**src/hsvg_pkg.sv**
```systemverilog
// Package with the constants and helper functions of the HSV to RGB pixel gain unit.
package hsvg_pkg;

    localparam int unsigned STRIP_LENGTH_DEFAULT = 64;

    localparam int unsigned HUE_W    = 9;
    localparam int unsigned CHAN_W   = 8;
    localparam int unsigned INDEX_W  = 16;
    localparam int unsigned GREEN_W  = 7;
    localparam int unsigned SECTOR_W = 4;
    localparam int unsigned OFFSET_W = 6;

    localparam int unsigned SECTOR_SPAN = 60;
    localparam int unsigned CHAN_MAX    = 255;

    // floor(y / 15) for y below 3840 is (y * 2185) >> 15.
    localparam int unsigned RECIP15_MUL   = 2185;
    localparam int unsigned RECIP15_SHIFT = 15;

    // floor(x / 5) for x below 1024 is (x * 205) >> 10.
    localparam int unsigned RECIP5_MUL   = 205;
    localparam int unsigned RECIP5_SHIFT = 10;

    localparam logic [SECTOR_W-1:0] SEC_RED_UP   = 4'd0;
    localparam logic [SECTOR_W-1:0] SEC_GREEN_DN = 4'd1;
    localparam logic [SECTOR_W-1:0] SEC_GREEN_UP = 4'd2;
    localparam logic [SECTOR_W-1:0] SEC_BLUE_DN  = 4'd3;
    localparam logic [SECTOR_W-1:0] SEC_BLUE_UP  = 4'd4;

    // Sector is the count of 60 degree boundaries at or below the hue.
    function automatic logic [SECTOR_W-1:0] hue_sector(input logic [HUE_W-1:0] hue);
        logic [SECTOR_W-1:0] sec;
        sec = '0;
        for (int k = 1; k <= 8; k++) begin
            if (hue >= HUE_W'(k * SECTOR_SPAN)) begin
                sec = SECTOR_W'(k);
            end
        end
        return sec;
    endfunction

endpackage

```
**src/hsv_to_rgb_pixel_gain_unit.sv**
```systemverilog
// Top level of the HSV to RGB pixel gain unit: a six stage conversion pipeline.
//
// The unit turns one HSV pixel request into red, green and blue LED levels. A
// request beat is taken at every rising edge where start is high; busy is held
// low because the pipeline never stalls, so one pixel can enter every cycle.
// Each result appears for one cycle, with done high; the receiver cannot
// hold results back and must take every beat when done is high. Results
// leave in request order. The six register stages are: hue split and the
// v*(255-s) product, the divide by 255, the (v-min)*offset product, the
// divide by 60, the sector select, and the fixed channel gains (red 3/5,
// green 2/5, blue unity). All constant divides are done by reciprocal
// multiplies that are exact over their input ranges. A request whose index
// is not below STRIP_LENGTH comes back with written low and zero color
// levels, its index still passed through.
module hsv_to_rgb_pixel_gain_unit #(
    parameter int unsigned STRIP_LENGTH = hsvg_pkg::STRIP_LENGTH_DEFAULT
) (
    input  logic                          clk,
    input  logic                          rst_n,
    input  logic                          start,
    output logic                          busy,
    input  logic [hsvg_pkg::INDEX_W-1:0]  pixel_index,
    input  logic [hsvg_pkg::HUE_W-1:0]    hue_degrees,
    input  logic [hsvg_pkg::CHAN_W-1:0]   saturation_level,
    input  logic [hsvg_pkg::CHAN_W-1:0]   brightness_level,
    output logic                          done,
    output logic [hsvg_pkg::INDEX_W-1:0]  pixel_index_out,
    output logic                          written,
    output logic [hsvg_pkg::CHAN_W-1:0]   red_level,
    output logic [hsvg_pkg::GREEN_W-1:0]  green_level,
    output logic [hsvg_pkg::CHAN_W-1:0]   blue_level
);
    import hsvg_pkg::*;

    localparam int unsigned DEPTH = 6;
    localparam logic [INDEX_W:0] STRIP_LIMIT = (INDEX_W + 1)'(STRIP_LENGTH);

    // The pipeline has no back pressure, so a request is never refused.
    assign busy = 1'b0;

    logic accept;
    assign accept = start && !busy;

    // Valid bits, one per stage.
    logic [DEPTH-1:0] valid_reg;
    logic [DEPTH-1:0] valid_next;

    assign valid_next = {valid_reg[DEPTH-2:0], accept};

    always_ff @(posedge clk or negedge rst_n)
    begin
        if (!rst_n)
        begin
            valid_reg <= '0;
        end
        else
        begin
            valid_reg <= valid_next;
        end
    end

    // ---------------- Stage 1: hue split, v*(255-s), range check ----------------
    logic [INDEX_W-1:0]  s1_index_reg;
    logic                s1_wr_reg;
    logic [CHAN_W-1:0]   s1_v_reg;
    logic [SECTOR_W-1:0] s1_sector_reg;
    logic [OFFSET_W-1:0] s1_off_reg;
    logic [15:0]         s1_prod_reg;

    logic [SECTOR_W-1:0] s1_sector_next;
    logic [OFFSET_W-1:0] s1_off_next;
    logic [15:0]         s1_prod_next;
    logic                s1_wr_next;
    logic [HUE_W-1:0]    s1_base;

    always_comb
    begin
        s1_sector_next = hue_sector(hue_degrees);
        s1_base        = HUE_W'(s1_sector_next) * HUE_W'(SECTOR_SPAN);
        s1_off_next    = OFFSET_W'(hue_degrees - s1_base);
        s1_prod_next   = 16'(brightness_level)
                         * (16'(CHAN_MAX) - 16'(saturation_level));
        s1_wr_next     = {1'b0, pixel_index} < STRIP_LIMIT;
    end

    always_ff @(posedge clk)
    begin
        s1_index_reg  <= pixel_index;
        s1_wr_reg     <= s1_wr_next;
        s1_v_reg      <= brightness_level;
        s1_sector_reg <= s1_sector_next;
        s1_off_reg    <= s1_off_next;
        s1_prod_reg   <= s1_prod_next;
    end

    // ---------------- Stage 2: min = floor(prod / 255) ----------------
    // For x below 65535, floor(x/255) = (x + (x >> 8) + 1) >> 8.
    logic [INDEX_W-1:0]  s2_index_reg;
    logic                s2_wr_reg;
    logic [CHAN_W-1:0]   s2_v_reg;
    logic [SECTOR_W-1:0] s2_sector_reg;
    logic [OFFSET_W-1:0] s2_off_reg;
    logic [CHAN_W-1:0]   s2_lo_reg;

    logic [16:0]         s2_sum;
    logic [CHAN_W-1:0]   s2_lo_next;

    always_comb
    begin
        s2_sum     = {1'b0, s1_prod_reg} + 17'(s1_prod_reg[15:8]) + 17'd1;
        s2_lo_next = s2_sum[15:8];
    end

    always_ff @(posedge clk)
    begin
        s2_index_reg  <= s1_index_reg;
        s2_wr_reg     <= s1_wr_reg;
        s2_v_reg      <= s1_v_reg;
        s2_sector_reg <= s1_sector_reg;
        s2_off_reg    <= s1_off_reg;
        s2_lo_reg     <= s2_lo_next;
    end

    // ---------------- Stage 3: (v - min) * offset ----------------
    logic [INDEX_W-1:0]  s3_index_reg;
    logic                s3_wr_reg;
    logic [CHAN_W-1:0]   s3_v_reg;
    logic [SECTOR_W-1:0] s3_sector_reg;
    logic [CHAN_W-1:0]   s3_lo_reg;
    logic [13:0]         s3_prod_reg;

    logic [CHAN_W-1:0]   s3_diff;
    logic [13:0]         s3_prod_next;

    always_comb
    begin
        s3_diff      = s2_v_reg - s2_lo_reg;
        s3_prod_next = 14'(s3_diff) * 14'(s2_off_reg);
    end

    always_ff @(posedge clk)
    begin
        s3_index_reg  <= s2_index_reg;
        s3_wr_reg     <= s2_wr_reg;
        s3_v_reg      <= s2_v_reg;
        s3_sector_reg <= s2_sector_reg;
        s3_lo_reg     <= s2_lo_reg;
        s3_prod_reg   <= s3_prod_next;
    end

    // ---------------- Stage 4: adj = floor(prod / 60) ----------------
    // Divide by 4 with a shift, then by 15 with a reciprocal multiply.
    logic [INDEX_W-1:0]  s4_index_reg;
    logic                s4_wr_reg;
    logic [CHAN_W-1:0]   s4_v_reg;
    logic [SECTOR_W-1:0] s4_sector_reg;
    logic [CHAN_W-1:0]   s4_lo_reg;
    logic [CHAN_W-1:0]   s4_adj_reg;

    logic [23:0]         s4_mul;
    logic [CHAN_W-1:0]   s4_adj_next;

    always_comb
    begin
        s4_mul      = 24'(s3_prod_reg[13:2]) * 24'(RECIP15_MUL);
        s4_adj_next = s4_mul[RECIP15_SHIFT +: CHAN_W];
    end

    always_ff @(posedge clk)
    begin
        s4_index_reg  <= s3_index_reg;
        s4_wr_reg     <= s3_wr_reg;
        s4_v_reg      <= s3_v_reg;
        s4_sector_reg <= s3_sector_reg;
        s4_lo_reg     <= s3_lo_reg;
        s4_adj_reg    <= s4_adj_next;
    end

    // ---------------- Stage 5: sector select ----------------
    logic [INDEX_W-1:0] s5_index_reg;
    logic               s5_wr_reg;
    logic [CHAN_W-1:0]  s5_r_reg;
    logic [CHAN_W-1:0]  s5_g_reg;
    logic [CHAN_W-1:0]  s5_b_reg;

    logic [CHAN_W-1:0]  s5_up;
    logic [CHAN_W-1:0]  s5_dn;
    logic [CHAN_W-1:0]  s5_r_next;
    logic [CHAN_W-1:0]  s5_g_next;
    logic [CHAN_W-1:0]  s5_b_next;

    always_comb
    begin
        s5_up = s4_lo_reg + s4_adj_reg;
        s5_dn = s4_v_reg - s4_adj_reg;
        // Sector five and any hue above 359 share the last case.
        unique case (s4_sector_reg)
            SEC_RED_UP:
            begin
                s5_r_next = s4_v_reg;  s5_g_next = s5_up;     s5_b_next = s4_lo_reg;
            end
            SEC_GREEN_DN:
            begin
                s5_r_next = s5_dn;     s5_g_next = s4_v_reg;  s5_b_next = s4_lo_reg;
            end
            SEC_GREEN_UP:
            begin
                s5_r_next = s4_lo_reg; s5_g_next = s4_v_reg;  s5_b_next = s5_up;
            end
            SEC_BLUE_DN:
            begin
                s5_r_next = s4_lo_reg; s5_g_next = s5_dn;     s5_b_next = s4_v_reg;
            end
            SEC_BLUE_UP:
            begin
                s5_r_next = s5_up;     s5_g_next = s4_lo_reg; s5_b_next = s4_v_reg;
            end
            default:
            begin
                s5_r_next = s4_v_reg;  s5_g_next = s4_lo_reg; s5_b_next = s5_dn;
            end
        endcase
    end

    always_ff @(posedge clk)
    begin
        s5_index_reg <= s4_index_reg;
        s5_wr_reg    <= s4_wr_reg;
        s5_r_reg     <= s5_r_next;
        s5_g_reg     <= s5_g_next;
        s5_b_reg     <= s5_b_next;
    end

    // ---------------- Stage 6: channel gains and output ----------------
    logic [INDEX_W-1:0] out_index_reg;
    logic               out_wr_reg;
    logic [CHAN_W-1:0]  out_r_reg;
    logic [GREEN_W-1:0] out_g_reg;
    logic [CHAN_W-1:0]  out_b_reg;

    logic [9:0]         s6_r3;
    logic [9:0]         s6_g2;
    logic [19:0]        s6_rmul;
    logic [19:0]        s6_gmul;
    logic [CHAN_W-1:0]  out_r_next;
    logic [GREEN_W-1:0] out_g_next;
    logic [CHAN_W-1:0]  out_b_next;

    always_comb
    begin
        s6_r3   = 10'(s5_r_reg) * 10'd3;
        s6_g2   = {1'b0, s5_g_reg, 1'b0};
        s6_rmul = 20'(s6_r3) * 20'(RECIP5_MUL);
        s6_gmul = 20'(s6_g2) * 20'(RECIP5_MUL);
        if (s5_wr_reg)
        begin
            out_r_next = s6_rmul[RECIP5_SHIFT +: CHAN_W];
            out_g_next = s6_gmul[RECIP5_SHIFT +: GREEN_W];
            out_b_next = s5_b_reg;
        end
        else
        begin
            out_r_next = '0;
            out_g_next = '0;
            out_b_next = '0;
        end
    end

    always_ff @(posedge clk)
    begin
        out_index_reg <= s5_index_reg;
        out_wr_reg    <= s5_wr_reg;
        out_r_reg     <= out_r_next;
        out_g_reg     <= out_g_next;
        out_b_reg     <= out_b_next;
    end

    assign done            = valid_reg[DEPTH-1];
    assign pixel_index_out = out_index_reg;
    assign written         = out_wr_reg;
    assign red_level       = out_r_reg;
    assign green_level     = out_g_reg;
    assign blue_level      = out_b_reg;

    // ---------------- Assertions ----------------
    // Every accepted request produces its result beat.
    a_latency: assert property (@(posedge clk) disable iff (!rst_n)
        accept |-> ##DEPTH done)
        else $error("result beat missing after a request");

    // A result beat never appears without a matching earlier request.
    a_no_phantom: assert property (@(posedge clk) disable iff (!rst_n)
        done |-> $past(accept, DEPTH))
        else $error("result beat without a request");

    // Dropped pixels carry zero color levels.
    a_dropped_zero: assert property (@(posedge clk) disable iff (!rst_n)
        (done && !written) |-> (red_level == '0 && green_level == '0 && blue_level == '0))
        else $error("dropped pixel has nonzero levels");

    // The written flag follows the strip length of the index that came out.
    a_written_range: assert property (@(posedge clk) disable iff (!rst_n)
        done |-> (written == ({1'b0, pixel_index_out} < STRIP_LIMIT)))
        else $error("written flag does not match the index");

    // Red gain of 3/5 keeps red at or below 153.
    a_red_bound: assert property (@(posedge clk) disable iff (!rst_n)
        done |-> (red_level <= CHAN_W'(153)))
        else $error("red level above its gain limit");

endmodule

```
**config.mk**
```make
export PLATFORM = sky130hd
export DESIGN_NAME = hsv_to_rgb_pixel_gain_unit
export DESIGN_NICKNAME = d
export VERILOG_FILES = /design/src/hsvg_pkg.sv /design/src/hsv_to_rgb_pixel_gain_unit.sv
export SDC_FILE = /design/constraint.sdc
export NUM_CORES = 1
export LEC_CHECK = 0
export ABC_AREA = 1
export BUFFER_PORTS_ARGS = -buffer_cell sky130_fd_sc_hd__buf_2
export CAP_MARGIN = 20
export CORE_MARGIN = 3
export CORE_UTILIZATION = 35
export CTS_CLUSTER_DIAMETER = 80
export DETAILED_ROUTE_END_ITERATION = 10
export HOLD_SLACK_MARGIN = 0.06
export PLACE_DENSITY_LB_ADDON = 0.1
export SLEW_MARGIN = 20
export SYNTH_ARGS = -nofsm -noshare
export SYNTH_HDL_FRONTEND = slang
export SYNTH_SLANG_ARGS = --single-unit
```
**constraint.sdc**
```tcl
create_clock -name clk -period 11 [get_ports clk]
set_input_delay 2.2 -clock clk [delete_from_list [all_inputs] [get_ports clk]]
set_output_delay 2.2 -clock clk [all_outputs]
set_load 0.05 [all_outputs]
```
==> results.sh, run 1 <==
export IMPL_syn_area_mm2=0.0165
export IMPL_hold_viol_final=0
export IMPL_synth_edf_count=0
export IMPL_dp_hpwl_um=31100
export IMPL_startpoint="saturation_level[5]"
export IMPL_grt_pass1_vias=12500
export IMPL_die_area_mm2=0.0497
export IMPL_timing_fmax_mhz=185
export IMPL_worstSetupStartpointType="primary input"
export IMPL_criticalPathCategory="primary input to flip-flop"
export IMPL_ys_seq_area_share_pct=33.6
export IMPL_wl_per_cell_um=14.1
export IMPL_status="complete, no violations"
export IMPL_vias_per_cell=4.64
export IMPL_clock_skew_ns=0.0280
export IMPL_place_inst=2579
export IMPL_setup_viol=0
export IMPL_path_clk_slew_ns=0.06
export IMPL_start_util_pct=35.9
export IMPL_grt_pass1_wl_um=62000
export IMPL_rsz0062_at_grt="no"
export IMPL_core_area_mm2=0.0459
export IMPL_ys_types=46
export IMPL_whs_path_depth=0
export IMPL_finalWirelength_um=37300
export IMPL_synth_nets=2295
export IMPL_post_route_drc_count=0
export IMPL_critPathCaptureType="flip-flop"
export IMPL_place_congestion=0.970
export IMPL_fin_cells=2637
export IMPL_clock_sinks=275
export IMPL_synth_avg_cell_area_um2=8.66
export IMPL_cts_tree="yes"
export IMPL_drv_cap=0
export IMPL_dieWidth_um=223
export IMPL_worst_hold_path_type="flip-flop to flip-flop"
export IMPL_final_common_cell="inv_1"
export IMPL_ys_flop_type="dfxtp_1"
export IMPL_yosysWarnings=0
export IMPL_ioPinCount=86
export IMPL_cts_root_buf="clkbuf_16"
export IMPL_relSlewSlack_pct=44.0
export IMPL_critPathMaxStageDelay_ns=0.56
export IMPL_rr_endpoint="s3_prod_reg[13]"
export IMPL_fin_setup_tns_ns=0
export IMPL_syn2layout_area_growth_pct=13.2
export IMPL_track_usage_pct=15.1
export IMPL_clockBufferDepth=3
export IMPL_dieHeight_um=223
export IMPL_cts_buffers=31
export IMPL_crit_slowest_cell="fa_1"
export IMPL_drive_gt1_share_pct=8.30
export IMPL_clk_latency_ns=0.59
export IMPL_ys_seq_elements=275
export IMPL_hold_slack_ns=0.304
export IMPL_period_minus_slack_ns=5.40
export IMPL_postSynthCellCount=1900
export IMPL_ctsHtreeMaxLevel=1
export IMPL_crit_chain="buf_2 > inv_1 > nand2_1 > fa_1 > inv_1 > fa_1 > inv_1 > fa_1 > fa_1 > inv_1 > ha_1 > nand2_1 > inv_1 > nand2_1 > nand3_1 > nand2b_1 > a21oi_1 > xor2_1"
export IMPL_layout_nets=2407
export IMPL_cts_resized=0
export IMPL_io_buffer_count=84
export IMPL_grt_max_degree=25
export IMPL_vias=12200
export IMPL_num_rows=78
export IMPL_final_max_slew_viol_count=0
export IMPL_drtAntennaViolNets=0
export IMPL_reg2reg_depth=21
export IMPL_num_antenna_cells=0
export IMPL_grt_overflow=0
export IMPL_first_pass_iters=5
export IMPL_antenna_found_initial=0
export IMPL_final_cell_mix="inv_1 (359), nand2_1 (343), dfxtp_1 (269)"
export IMPL_crit_arrival_ns=5.89
export IMPL_critPathRequiredTime_ns=11.49
export IMPL_synthArstFlopShare_pct=2.18
export IMPL_hold_buffers=0
export IMPL_cp_common_cell="inv_1"
export IMPL_cp_endpoint="s1_prod_reg[13]"
export IMPL_reg2reg_slack_ns=6.10
export IMPL_drt_iter0_drc=630
export IMPL_cts_setup_buffers=0
export IMPL_timing_final_crit_share_pct=49.1
export IMPL_r2r_start="s2_lo_reg[0]"
export IMPL_crit_fanout=5
export IMPL_tightest_slew_ns=0.839
-- critical path, delay by kind of cell --
family                   cells  cell delay [ns]
adder cells (fa/ha/maj)      5             2.43
AND/OR/NAND/NOR              5             0.50
buffers and inverters        6             0.42
AO/OA/AOI/OAI                1             0.17
XOR/XNOR                     1             0.16
-- kinds of logic after synthesis --
family,after synthesis,synth area share [%]
simple gates,681,18.0
buf+inv,367,8.39
fa+ha+maj,351,31.3
flops,275,33.6
compound gates,174,5.95
xor+xnor,51,2.76
other cells,1,0.0228
-- synth_stat cells (6+ instances only) --
cell	number	area [um^2]
nand3_1	89	445
nor3_1	14	70.1
o21ai_0	34	170
o21bai_1	10	75.1
dfrtp_1	6	150
xnor2_1	15	131
o21a_1	6	45.0
xor2_1	35	307
dfxtp_1	269	5390
a21oi_1	91	455
nand2_1	343	1290
or2_2	6	37.5
nand4_1	37	231
ha_1	250	3130
nor2_1	163	612
fa_1	101	2020
inv_1	359	1350
-- cell type report --
| cell class | instances | area (um^2) |
|---|---|---|
| well taps | 600 | 751 |
| flip-flops and latches | 275 | 5540 |
| inverters | 362 | 1360 |
| multi-input cells | 1258 | 9540 |
| repair buffers | 84 | 420 |
| fillers | 4705 | 27200 |
| clock inverters | 18 | 156 |
| clock buffers | 40 | 860 |
-- through the flow --
| stage | cell area [um^2] | utilization [%] | worst slack [ns] |
|---|---|---|---|
| finish | 18600 | 40.6 | 5.60 |
| global route | 18600 | 40.6 | 5.34 |
| CTS | 18600 | 40.6 | 5.60 |
| detailed placement | 17600 | 38.4 | 5.01 |
| global placement | 17600 | 38.4 | 5.02 |
| floorplan | 16500 | - | 5.41 |
-- how the worst min path moves through the flow --
stage / startpoint / endpoint / slack (ns)
3_5_place_dp: s1_index_reg[11] / s2_index_reg[11] / 0.31
6_report: s1_sector_reg[2] / s2_sector_reg[2] / 0.30
4_1_cts: s1_sector_reg[2] / s2_sector_reg[2] / 0.30
3_3_place_gp: s4_index_reg[3] / s5_index_reg[3] / 0.31
2_1_floorplan: s5_index_reg[0] / pixel_index_out[0] / 0.31
5_1_grt: s1_sector_reg[2] / s2_sector_reg[2] / 0.32
-- per-layer routing --
metal	global-route usage, %	share of wire [%]	vias up
met5	0	0	-
met2	26.3	48	211
met4	4.18	2.9	0
li1	-	-	6266
met1	19.6	46	5680
met3	1.97	3.4	70
Power of run 1 is not shown: default switching activity piles up to over one toggle a cycle in this logic, so the estimate is an artifact.
==> inputs of run 2 (changes only) <==
==> constraint.sdc (replaced) <==
create_clock -name clk -period 5.5 [get_ports clk]
set_input_delay 1.1 -clock clk [delete_from_list [all_inputs] [get_ports clk]]
set_output_delay 1.1 -clock clk [all_outputs]
set_load 0.05 [all_outputs]
==> run 2 against run 1 <==
  * First-iteration DRC count down 12%
  * Via count decreased by 0.57%
  * Critical path depth did not move
  * Worst setup slack got worse by 4.9 ns
  * Die area unchanged
  * Largest cell class unchanged
  * Flip-flop and latch count unchanged
  * Core utilization up 0.35 points
  * Clock skew shrank 0.0086 ns
  * Wire length is 0.81% lower
  * Count of clock-buffer cells in the layout up 3
  * Register-to-register slack lost 5.4 ns
==> results.sh, run 2 (synthesis results as in run 1) <==
export IMPL_reg2reg_depth=18
export IMPL_drv_cap=0
export IMPL_critPathCaptureType="flip-flop"
export IMPL_cts_resized=0
export IMPL_hold_viol_final=0
export IMPL_criticalPathCategory="flip-flop to flip-flop"
export IMPL_crit_fanout=5
export IMPL_grt_max_degree=25
export IMPL_dieWidth_um=223
export IMPL_wl_met1_um=16900
export IMPL_drtAntennaViolNets=0
export IMPL_route_met3_wl_um=1400
export IMPL_status="complete, no violations"
export IMPL_syn2layout_area_growth_pct=14.1
export IMPL_tightest_slew_ns=0.807
export IMPL_antenna_found_initial=0
export IMPL_crit_slowest_cell="fa_1"
export IMPL_first_pass_iters=5
export IMPL_relSlewSlack_pct=46.1
export IMPL_crit_arrival_ns=5.24
export IMPL_io_buffer_count=84
export IMPL_hold_buffers=0
export IMPL_start_util_pct=35.9
export IMPL_ioPinCount=86
export IMPL_fin_setup_tns_ns=0
export IMPL_dieHeight_um=223
export IMPL_setup_viol=0
export IMPL_wl_met2_um=18000
export IMPL_critPathMaxStageDelay_ns=0.55
export IMPL_crit_chain="ha_1 > a21oi_1 > o211ai_1 > xnor2_1 > inv_1 > ha_1 > inv_1 > fa_1 > fa_1 > fa_1 > inv_1 > ha_1 > a21oi_1 > o21ai_0 > a21oi_1 > nand3_1 > nand2_1 > nor2_1"
export IMPL_timing_final_crit_share_pct=87.3
export IMPL_dp_hpwl_um=30600
export IMPL_clock_sinks=275
export IMPL_clk_latency_ns=0.55
export IMPL_grt_pass1_vias=12500
export IMPL_whs_path_depth=0
export IMPL_vias=12200
export IMPL_rsz0062_at_grt="no"
export IMPL_critPathRequiredTime_ns=5.93
export IMPL_cts_setup_buffers=0
export IMPL_wl_per_cell_um=14.0
export IMPL_drive_gt1_share_pct=8.58
export IMPL_place_congestion=0.870
export IMPL_drt_iter0_drc=555
export IMPL_cts_root_buf="clkbuf_16"
export IMPL_dr_max_layer_used="met4"
export IMPL_layout_nets=2410
export IMPL_final_common_cell="inv_1"
export IMPL_cts_tree="yes"
export IMPL_cts_buffers=34
export IMPL_grt_overflow=0
export IMPL_die_area_mm2=0.0497
export IMPL_final_max_slew_viol_count=0
export IMPL_core_area_mm2=0.0459
export IMPL_ctsHtreeMaxLevel=2
export IMPL_num_antenna_cells=0
export IMPL_post_route_drc_count=0
export IMPL_period_minus_slack_ns=4.80
export IMPL_final_cell_mix="inv_1 (359), nand2_1 (343), dfxtp_1 (269)"
export IMPL_worstSetupStartpointType="flip-flop"
export IMPL_worst_hold_path_type="flip-flop to flip-flop"
export IMPL_clock_skew_ns=0.0194
export IMPL_num_rows=78
export IMPL_timing_fmax_mhz=208
export IMPL_vias_per_cell=4.60
export IMPL_clockBufferDepth=3
export IMPL_grt_pass1_wl_um=61100
export IMPL_track_usage_pct=15.0
export IMPL_finalWirelength_um=37000
export IMPL_path_clk_slew_ns=0.06
## run 2: worst max-delay path: cells and delay by family (launching register included)
kind	cells	cell delay [ns]
xor gates and xnor gates	1	0.27
DFF	1	0.32
buffers and inverters	3	0.25
adders and majority gates	6	2.55
AOI/OAI and AO/OA	5	1.08
and+or+nand+nor	3	0.21
## run 2: path summary, 6_finish.rpt
| check | from | to | slack (ns) |
|---|---|---|---|
| max | s5_r_reg[4] | red_level[5] | 0.70 |
| min | s3_lo_reg[0] | s4_lo_reg[0] | 0.31 |
| max reg2reg | s5_r_reg[4] | red_level[5] | 0.70 |
| min reg2reg | s3_lo_reg[0] | s4_lo_reg[0] | 0.31 |
| max in group asynchronous | rst_n | valid_reg[2] | 5.00 |
| min in group asynchronous | rst_n | valid_reg[0] | 0.36 |
## run 2: area by class of cell
type | instances | area, um^2
inverters | 362 | 1360
clock inverters | 18 | 210
clock buffers | 43 | 965
flip-flops and latches | 275 | 5540
well taps | 600 | 751
multi-input cells | 1258 | 9540
repair buffers | 84 | 420
fillers | 4723 | 27100
## run 2: metal layers
layer	global-route usage (%)	vias up
met4	3.92	0
met1	18.9	5625
met3	2.54	46
met2	26.6	215
met5	0	-
li1	-	6271
## run 2: through the flow
stage	util [%]	std cells	cell area (um^2)	worst slack [ns]	hold slack, ns
floorplan	-	1900	16500	1.01	0.310
finish	41.0	2640	18800	0.698	0.315
detailed placement	38.4	2579	17600	0.622	0.312
CTS	41.0	2640	18800	0.659	0.314
global placement	38.4	2579	17600	0.660	0.310
global route	41.0	2640	18800	0.319	0.323
Power of run 2 is left out for the same reason.
==> inputs of run 3 (changes only) <==
--- a/config.mk
+++ b/config.mk
@@ -5,7 +5,6 @@
 export SDC_FILE = /design/constraint.sdc
 export NUM_CORES = 1
 export LEC_CHECK = 0
-export ABC_AREA = 1
 export BUFFER_PORTS_ARGS = -buffer_cell sky130_fd_sc_hd__buf_2
 export CAP_MARGIN = 20
 export CORE_MARGIN = 3
==> run 3 against run 2 <==
  * Synthesized cell count fell by 20%
  * Wire length fell by 16%
  * Via count fell by 16%
  * First-iteration DRC count fell by 21%
  * Flip-flop and latch count did not move
==> results.sh, run 3 <==
export IMPL_status="complete, no violations"
export IMPL_ioPinCount=86
export IMPL_synthArstFlopShare_pct=2.18
export IMPL_core_area_mm2=0.0436
export IMPL_setup_viol=0
export IMPL_fin_util_pct=41.1
export IMPL_fillers=4289
export IMPL_postSynthCellCount=1516
export IMPL_hold_start="s5_index_reg[10]"
export IMPL_finalWirelength_um=30900
export IMPL_post_route_drc_count=0
export IMPL_wl_met2_um=14700
export IMPL_startpoint="s5_r_reg[1]"
export IMPL_dp_hpwl_um=25000
export IMPL_ys_types=80
export IMPL_worst_hold_path_type="flip-flop to flip-flop"
export IMPL_syn2layout_area_growth_pct=14.5
export IMPL_dr_max_layer_used="met4"
export IMPL_hold_viol_final=0
export IMPL_synth_most_common_cell="dfxtp_1"
export IMPL_num_antenna_cells=0
export IMPL_cp_top_family="adder cells"
export IMPL_ys_seq_elements=275
export IMPL_first_pass_iters=4
export IMPL_critPathBufInv=2
export IMPL_wl_per_cell_um=13.9
export IMPL_crit_arrival_ns=5.70
export IMPL_synth_top_area_cell="dfxtp_1"
export IMPL_cts_root_buf="clkbuf_16"
export IMPL_synth_edf_count=0
export IMPL_cts_tree="yes"
export IMPL_ys_flop_type="dfxtp_1"
export IMPL_period_minus_slack_ns=5.21
export IMPL_start_util_pct=35.9
export IMPL_clk_latency_ns=0.56
export IMPL_synth_nets=1911
export IMPL_dieWidth_um=218
export IMPL_io_buffer_count=84
export IMPL_cts_buffers=31
export IMPL_relSlewSlack_pct=45.9
export IMPL_vias=10200
export IMPL_crit_fanout=4
export IMPL_drv_cap=0
export IMPL_clockBufferDepth=3
export IMPL_grt_overflow=0
export IMPL_path_clk_slew_ns=0.06
export IMPL_postPlaceCellArea_mm2=0.0168
export IMPL_critPathMaxStageDelay_ns=0.55
export IMPL_final_cell_mix="dfxtp_1 (266), ha_1 (249), inv_1 (240)"
export IMPL_crit_chain="ha_1 > a21o_1 > a21oi_2 > o21bai_1 > a21o_2 > a21oi_1 > o21bai_1 > xor2_1 > ha_1 > inv_1 > fa_1 > fa_1 > fa_1 > inv_1 > ha_1 > o21a_1 > o221ai_4 > o21ai_4 > a2111oi_4 > or3_1 > a21oi_1"
export IMPL_clock_sinks=275
export IMPL_grt_max_degree=35
export IMPL_wl_met1_um=14300
export IMPL_vias_per_cell=4.57
export IMPL_tightest_slew_ns=0.803
export IMPL_route_met3_wl_um=1060
export IMPL_drtAntennaViolNets=0
export IMPL_grt_pass1_wl_um=53200
export IMPL_drive_gt1_share_pct=10.7
export IMPL_synth_area_top_cells="dfxtp_1 (34%), ha_1 (20%), fa_1 (13%)"
export IMPL_die_area_mm2=0.0474
export IMPL_critPathCaptureType="flip-flop"
export IMPL_grt_pass1_vias=10800
export IMPL_crit_slowest_cell="fa_1"
export IMPL_synth_top_cell_area_share_pct=34.4
export IMPL_ctsHtreeMaxLevel=1
export IMPL_timing_fmax_mhz=192
export IMPL_antenna_found_initial=0
export IMPL_final_common_cell="dfxtp_1"
export IMPL_ys_seq_area_share_pct=35.3
export IMPL_track_usage_pct=13.6
export IMPL_criticalPathCategory="flip-flop to flip-flop"
export IMPL_final_max_slew_viol_count=0
export IMPL_layout_nets=2013
export IMPL_final_area_mm2=0.0180
export IMPL_num_rows=76
export IMPL_yosysWarnings=0
export IMPL_syn_area_mm2=0.0157
export IMPL_dieHeight_um=218
export IMPL_synth_commonest_cells="dfxtp_1 (269), ha_1 (250), inv_1 (240)"
export IMPL_worstSetupStartpointType="flip-flop"
export IMPL_clock_skew_ns=0.0111
export IMPL_timing_final_crit_share_pct=94.7
export IMPL_r2r_start="s5_r_reg[1]"
export IMPL_place_congestion=0.864
export IMPL_drt_iter0_drc=437
export IMPL_critPathRequiredTime_ns=5.98
export IMPL_synth_avg_cell_area_um2=10.3
run 3: cell type report:
type	instances	area (um^2)	share of cell area, %
Clock inverter	18	221	1.23
Sequential cell	275	5540	30.9
Multi-Input combinational cell	977	9190	51.2
Tap cell	585	732	4.08
Clock buffer	40	890	4.96
Inverter	242	908	5.06
Timing Repair Buffer	91	473	2.63
run 3: cell families after synthesis:
group | count (synthesis) | synth area share [%]
compound gates | 231 | 10.4
xor+xnor | 76 | 4.25
fa+ha+maj | 353 | 33.0
buf+inv | 264 | 6.35
flops | 275 | 35.3
mux | 1 | 0.0639
other cells | 1 | 0.0239
simple gates | 315 | 10.6
run 3: per-stage QoR:
stage / hold slack, ns / TNS, ns / std cells / worst slack [ns]
6_report: 0.323 / 0 / 2228 / 0.289
5_1_grt: 0.316 / -0.00472 / 2228 / -0.00472
4_1_cts: 0.310 / 0 / 2228 / 0.0655
3_5_place_dp: 0.312 / 0 / 2170 / 0.0905
3_3_place_gp: 0.310 / 0 / 2170 / 0.199
2_1_floorplan: 0.310 / 0 / 1516 / 0.326
run 3: path summary, 6_finish.rpt:
path,endpoint,slack [ns],cells after the start
min in group asynchronous,valid_reg[1],0.34,1
worst min-delay path,pixel_index_out[10],0.32,0
worst min register to register,pixel_index_out[10],0.32,0
worst max register to register,red_level[7],0.29,21
worst max-delay path,red_level[7],0.29,21
max in group asynchronous,valid_reg[0],5.01,1
run 3: metal layers:
layer  global-route usage, %  vias up
met5                       0        -
met4                    4.22        0
met3                    2.10       45
met2                    24.0      145
met1                    17.1     4757
li1                        -     5235
run 3: worst reg2reg max path, stage by stage, from the launching register on:
cell and delay (ns):
dfxtp_2 0.34, ha_1 0.29, a21o_1 0.17, a21oi_2 0.17
o21bai_1 0.08, a21o_2 0.24, a21oi_1 0.15, o21bai_1 0.11
xor2_1 0.17, ha_1 0.32, inv_1 0.06, fa_1 0.50
fa_1 0.44, fa_1 0.55, inv_1 0.04, ha_1 0.31
o21a_1 0.20, o221ai_4 0.15, o21ai_4 0.24, a2111oi_4 0.10
or3_1 0.37, a21oi_1 0.13
run 3: repair_timing:
item,CTS,global route
endpoints found under the setup margin,0,7
hold buffers,0,0
resized for setup,0,12
buffers inserted,0,0
endpoints found under the hold margin,0,0
Power of run 3 is left out for the same reason.
